## src/design/mtad_pkg.sv

```systemverilog
`default_nettype none
// ----------------------------------------------------------------------------
// mtad_pkg
// shared types and constants of the minimum total absolute distance unit
// ----------------------------------------------------------------------------
package mtad_pkg;

    localparam int POSITION_W = 16;
    localparam int TOTAL_W    = 26;

    localparam logic [TOTAL_W-1:0] TOTAL_MAX = '1;

    typedef struct packed {
        logic start;
        logic ack;
    } mtad_ctrl_t;

endpackage
`default_nettype wire

```

## src/design/mtad_engine.sv

```systemverilog
`default_nettype none
// ----------------------------------------------------------------------------
// mtad_engine
// median select by bitwise counting passes, then one pass summing distances
// ----------------------------------------------------------------------------
module mtad_engine
    import mtad_pkg::*;
#(
    parameter int POS_BITS  = 16,
    parameter int MAX_ITEMS = 1024,
    localparam int AW       = (MAX_ITEMS > 1) ? $clog2(MAX_ITEMS) : 1,
    localparam int CNT_W    = $clog2(MAX_ITEMS + 1)
) (
    input  wire logic                clk,
    input  wire logic                rst_n,
    input  wire mtad_ctrl_t          ctrl,
    input  wire logic [CNT_W-1:0]    count,
    output logic      [AW-1:0]       raddr,
    input  wire logic [POS_BITS-1:0] rdata,
    output logic                     done,
    output logic      [TOTAL_W-1:0]  total
);

    localparam int SUM_W  = POS_BITS + CNT_W;
    localparam int WIDE_W = (SUM_W > TOTAL_W) ? SUM_W : TOTAL_W;
    localparam logic [POS_BITS-1:0] TOP_BIT = POS_BITS'(1) << (POS_BITS - 1);

    localparam logic [2:0] S_IDLE = 3'd0;
    localparam logic [2:0] S_RUN  = 3'd1;
    localparam logic [2:0] S_TAIL = 3'd2;
    localparam logic [2:0] S_NEXT = 3'd3;
    localparam logic [2:0] S_DONE = 3'd4;

    logic [2:0]          state_reg, state_next;
    logic                rd_valid_reg, rd_valid_next;
    logic                sum_phase_reg, sum_phase_next;
    logic [AW-1:0]       idx_reg, idx_next;
    logic [AW-1:0]       last_idx_reg, last_idx_next;
    logic [CNT_W-1:0]    k_reg, k_next;
    logic [POS_BITS-1:0] prefix_reg, prefix_next;
    logic [POS_BITS-1:0] mask_reg, mask_next;
    logic [POS_BITS-1:0] bit_reg, bit_next;
    logic [SUM_W-1:0]    acc_reg, acc_next;

    logic                match;
    logic [POS_BITS-1:0] gap;
    logic [SUM_W-1:0]    addend;
    logic [SUM_W-1:0]    acc_sum;
    logic [SUM_W-1:0]    k_ext;
    logic                take_one;
    logic [CNT_W-1:0]    n_minus;
    logic [WIDE_W-1:0]   acc_wide;

    // shared accumulator: ones for counting passes, distances for the sum pass
    assign match    = (((rdata ^ prefix_reg) & mask_reg) == '0);
    assign gap      = (rdata >= prefix_reg) ? (rdata - prefix_reg) : (prefix_reg - rdata);
    assign addend   = sum_phase_reg ? SUM_W'(gap) : SUM_W'(match);
    assign acc_sum  = acc_reg + addend;
    assign k_ext    = SUM_W'(k_reg);
    assign take_one = (k_ext >= acc_reg);
    assign n_minus  = count - CNT_W'(1);
    assign acc_wide = WIDE_W'(acc_reg);

    assign raddr = idx_reg;
    assign done  = (state_reg == S_DONE);
    assign total = (acc_wide > WIDE_W'(TOTAL_MAX)) ? TOTAL_MAX : acc_wide[TOTAL_W-1:0];

    always_comb
    begin
        state_next     = state_reg;
        rd_valid_next  = 1'b0;
        sum_phase_next = sum_phase_reg;
        idx_next       = idx_reg;
        last_idx_next  = last_idx_reg;
        k_next         = k_reg;
        prefix_next    = prefix_reg;
        mask_next      = mask_reg;
        bit_next       = bit_reg;
        acc_next       = acc_reg;

        if (rd_valid_reg)
        begin
            acc_next = acc_sum;
        end

        unique case (state_reg)
            S_IDLE:
            begin
                if (ctrl.start)
                begin
                    last_idx_next  = AW'(n_minus);
                    k_next         = n_minus >> 1;
                    prefix_next    = '0;
                    mask_next      = TOP_BIT;
                    bit_next       = TOP_BIT;
                    acc_next       = '0;
                    idx_next       = '0;
                    sum_phase_next = 1'b0;
                    state_next     = S_RUN;
                end
            end
            S_RUN:
            begin
                rd_valid_next = 1'b1;
                idx_next      = idx_reg + AW'(1);
                if (idx_reg == last_idx_reg)
                begin
                    state_next = S_TAIL;
                end
            end
            S_TAIL:
            begin
                state_next = S_NEXT;
            end
            S_NEXT:
            begin
                if (sum_phase_reg)
                begin
                    state_next = S_DONE;
                end
                else
                begin
                    // lower median bit is one when too few lie below it
                    if (take_one)
                    begin
                        prefix_next = prefix_reg | bit_reg;
                        k_next      = CNT_W'(k_ext - acc_reg);
                    end
                    if (bit_reg[0])
                    begin
                        sum_phase_next = 1'b1;
                    end
                    else
                    begin
                        mask_next = mask_reg | (bit_reg >> 1);
                        bit_next  = bit_reg >> 1;
                    end
                    acc_next   = '0;
                    idx_next   = '0;
                    state_next = S_RUN;
                end
            end
            S_DONE:
            begin
                if (ctrl.ack)
                begin
                    state_next = S_IDLE;
                end
            end
            default:
            begin
                state_next = S_IDLE;
            end
        endcase
    end

    always_ff @(posedge clk or negedge rst_n)
    begin
        if (!rst_n)
        begin
            state_reg     <= S_IDLE;
            rd_valid_reg  <= 1'b0;
            sum_phase_reg <= 1'b0;
        end
        else
        begin
            state_reg     <= state_next;
            rd_valid_reg  <= rd_valid_next;
            sum_phase_reg <= sum_phase_next;
        end
    end

    always_ff @(posedge clk)
    begin
        idx_reg      <= idx_next;
        last_idx_reg <= last_idx_next;
        k_reg        <= k_next;
        prefix_reg   <= prefix_next;
        mask_reg     <= mask_next;
        bit_reg      <= bit_next;
        acc_reg      <= acc_next;
    end

endmodule
`default_nettype wire

```

## config.mk

```make
export PLATFORM = sky130hd
export DESIGN_NAME = mtad_engine
export DESIGN_NICKNAME = d
export VERILOG_FILES = /design/src/design/mtad_pkg.sv /design/src/design/mtad_engine.sv
export SDC_FILE = /design/constraint.sdc
export NUM_CORES = 1
export LEC_CHECK = 0
export BUFFER_PORTS_ARGS = -buffer_cell sky130_fd_sc_hd__buf_2
export CAP_MARGIN = 5
export CORE_MARGIN = 1.5
export CORE_UTILIZATION = 55
export CTS_CLUSTER_DIAMETER = 30
export DETAILED_ROUTE_END_ITERATION = 6
export PLACE_DENSITY = 0.77
export SKIP_CTS_REPAIR_TIMING = 1
export SYNTH_ARGS = -nofsm -noshare
export SYNTH_HDL_FRONTEND = slang
export SYNTH_SLANG_ARGS = --single-unit
```

## constraint.sdc

```tcl
create_clock -name clk -period 4.3 [get_ports clk]
set_input_delay 0.43 -clock clk [delete_from_list [all_inputs] [get_ports clk]]
set_output_delay 0.43 -clock clk [all_outputs]
set_load 0.1 [all_outputs]
```

==> metrics.txt <==
vias in the first global route=between 6,000 and 7,000; run status=finished with violations; layout cells sized above 1=around a fifth; Cell variety after synth=between 70 and 80; Max Root-Sink Buffers=2; Yosys top cell by area=edfxtp_1; yosys warns=0; Compound-Gate Fraction of Synth Area=20.3%; core area=14,600 sq um; max reg flops=27; Fillers=about 1,200; crit-path max FO=5; Hold Path Origin=ctrl[0]; DRT iter0 DRCs=approximately 740; Vias=between 7,000 and 8,000; main combinational cell family by area after synthesis=simple AND/OR/NAND/NOR gates; initial antenna violation count=0; Synth Area in Adders=10.0%; Initial Utilization=a little under three fifths; FFs w/ async S/R, synth=under 10%; sequential element share of the synthesized area=36.2%; synthesized area per cell=8.72 sq um; max layer used=met4; Remaining Overflow, GRT=0; first-pass GRT wire length=between 30 and 40 mm; worst r2r src=prefix_reg[9]; Die X=126 microns; Yosys reg bits=110; most frequent cell after synthesis=nor2_1; post-synthesis mux area share=1.93%; Power Density=between 800 and 900 nW/um^2; CP arrival=4.54 ns; Total Nets Final=approximately 1,100; RSZ-0062 raised after global routing=true; largest net degree at the start of global routing=43; Final period util=99.1%; Cell Area, Synth=8300 sq um; top post-synthesis cells by count=nor2_1 (111), edfxtp_1 (78), inv_1 (74); hold slack=between 0.3 and 0.4 ns; Fin. Hold Viols=0; fin. max-slew vios=0; die height=between 100 and 150 microns; clk_skew=roughly 0.014 ns; top-area cell type share of the netlist area=between 20% and 30%; worst IR drop on VDD=about 0.39 mV; hpwl dp=about 16 mm; Worst-path clk slew=0.08 ns; number of max-cap violations=0; Synth Instances=approximately 950; drt pass-1 iters=7; Worst Hold Class=input port to register; number of synthesized flops with an enable pin=about 80; Post-Route WL=21.3 mm; Final ANT Viol Nets=0; CTS Buf Count=9; root buffer cell=clkbuf_16; Tmin final=roughly 4.3 ns; Slew headroom=a little under two fifths; number of vias per cell=6.05; simple-gate area share of the yosys netlist=between 20 and 25%; Max Freq=235 MHz; port bufs=between 60 and 70; wire per inst=between 15 and 20 microns; CTS tree=done; GRT Total Usage=about a quarter; Synth area leaders=edfxtp_1 (28%), ha_1 (9.0%), dfxtp_1 (6.5%); Antenna diodes=0; Total Die Area=15,800 sq um; met3 routed wirelength=between 1 and 1.5 mm; startpoint types=register; failing checks=DRC; Metal-1 WL=approximately 9.6 mm; DRC viols=10; WL met2=10.0 mm; Worst-Skew Late Latency=roughly 0.37 ns; Area Overhead vs Synth=16.9%; Setup TNS=0 ns; syn_nets=around 1,000; Post-Synth XOR/XNOR Area=slightly below 4%; ys flop type=edfxtp_1; Worst Setup Path Type=register to register; CP startpoint=prefix_reg[9]; required time worst endpoint=~4.6 ns; worst slew pin tran=approximately 0.93 ns; CTS H-tree lvls=3; global placement routability congestion=0.964; Pleak=roughly 4.3 nW; IO Pins=68; final setup fails=0; row count=44; clk sinks=between 100 and 150; CP endpoint kind=register
==> critical path: stages (launching register included) <==
cell and delay (ns):
edfxtp_1 0.42, ha_2 0.41, a21oi_4 0.09, o21a_4 0.21, a2111oi_4 0.47, a21oi_4 0.14, clkbuf_2 0.19, or3_1 0.38
a31oi_2 0.19, ha_1 0.32, o211a_1 0.23, o31a_1 0.12, o21a_1 0.23, or2_4 0.28, buf_6 0.12, a21o_1 0.15
a211oi_2 0.21
==> placed cells by master, fill, tap and decap left out, types with 5 or more instances in the layout <==
master,instances
o21ai_0,35
xor2_1,22
buf_4,47
or3_1,10
o31ai_1,6
a2111oi_4,6
a211oi_1,7
mux2i_1,16
a31oi_1,6
o21bai_1,8
o22ai_1,5
or2_2,27
a21oi_2,7
ha_1,54
o31a_1,5
dfrtp_1,5
and3_1,9
inv_1,73
a211oi_2,5
nor2_1,110
nand3_1,26
nor2b_1,7
o21a_1,11
a21oi_1,62
nor3_1,17
and2_1,23
o211ai_1,5
dfxtp_1,27
clkbuf_16,9
and4_1,6
nand4_1,16
buf_2,67
o21ai_1,10
xnor2_1,15
a21o_1,23
edfxtp_1,78
nand2_1,65
nand2b_1,16
==> final timing paths <==
check | slack [ns] | cells after the start | to
setup / recovery | 0.04 | 16 | acc_reg[14]
hold / removal | 0.35 | 3 | state_reg[2]
setup reg to reg | 0.04 | 16 | acc_reg[14]
hold reg to reg | 0.48 | 2 | acc_reg[24]
max in group asynchronous | 3.77 | 2 | rd_valid_reg
min in group asynchronous | 0.40 | 2 | state_reg[2]
==> power breakdown <==
part,internal [mW],switching [mW]
logic,1.84,3.38
registers,1.69,0.397
clock network,0.472,0.445
total,4.00,4.22
==> metrics by stage <==
stage | setup slack, ns | total power, mW | instance area, sq um | utilization, % | cells
floorplan | 0.279 | 5.69 | 8300 | - | 952
global placement | -0.0680 | 6.80 | 9030 | 61.7 | 1209
detailed placement | -0.172 | 6.89 | 9030 | 61.7 | 1209
CTS | -0.0642 | 7.82 | 9350 | 63.9 | 1225
global route | -0.0825 | 8.76 | 9710 | 66.3 | 1233
finish | 0.0401 | 8.22 | 9710 | 66.3 | 1233
==> cell type report <==
cell class                 count  area, sq um  area share [%]
timing repair buffer         119          737            7.59
sequential                   110         3010            31.0
clock buffer                   9          225            2.32
multi-input combinational    728         5120            52.8
tap                          184          230            2.37
inverter                      76          285            2.94
clock inverter                 7         98.8            1.02
==> metal layers <==
metal,global-route usage (%),vias to the layer above
li1,-,3620
met1,37.9,3529
met2,42.4,278
met3,3.82,38
met4,8.32,0
met5,0,-
==> cells by family after synthesis <==
group / after synthesis
AO/OA/AOI/OAI: 250
XOR/XNOR: 37
adder cells (fa/ha/maj): 64
buffers and inverters: 114
flip-flops: 110
multiplexers: 16
AND/OR/NAND/NOR: 361
(Power assumes the default switching activity.)
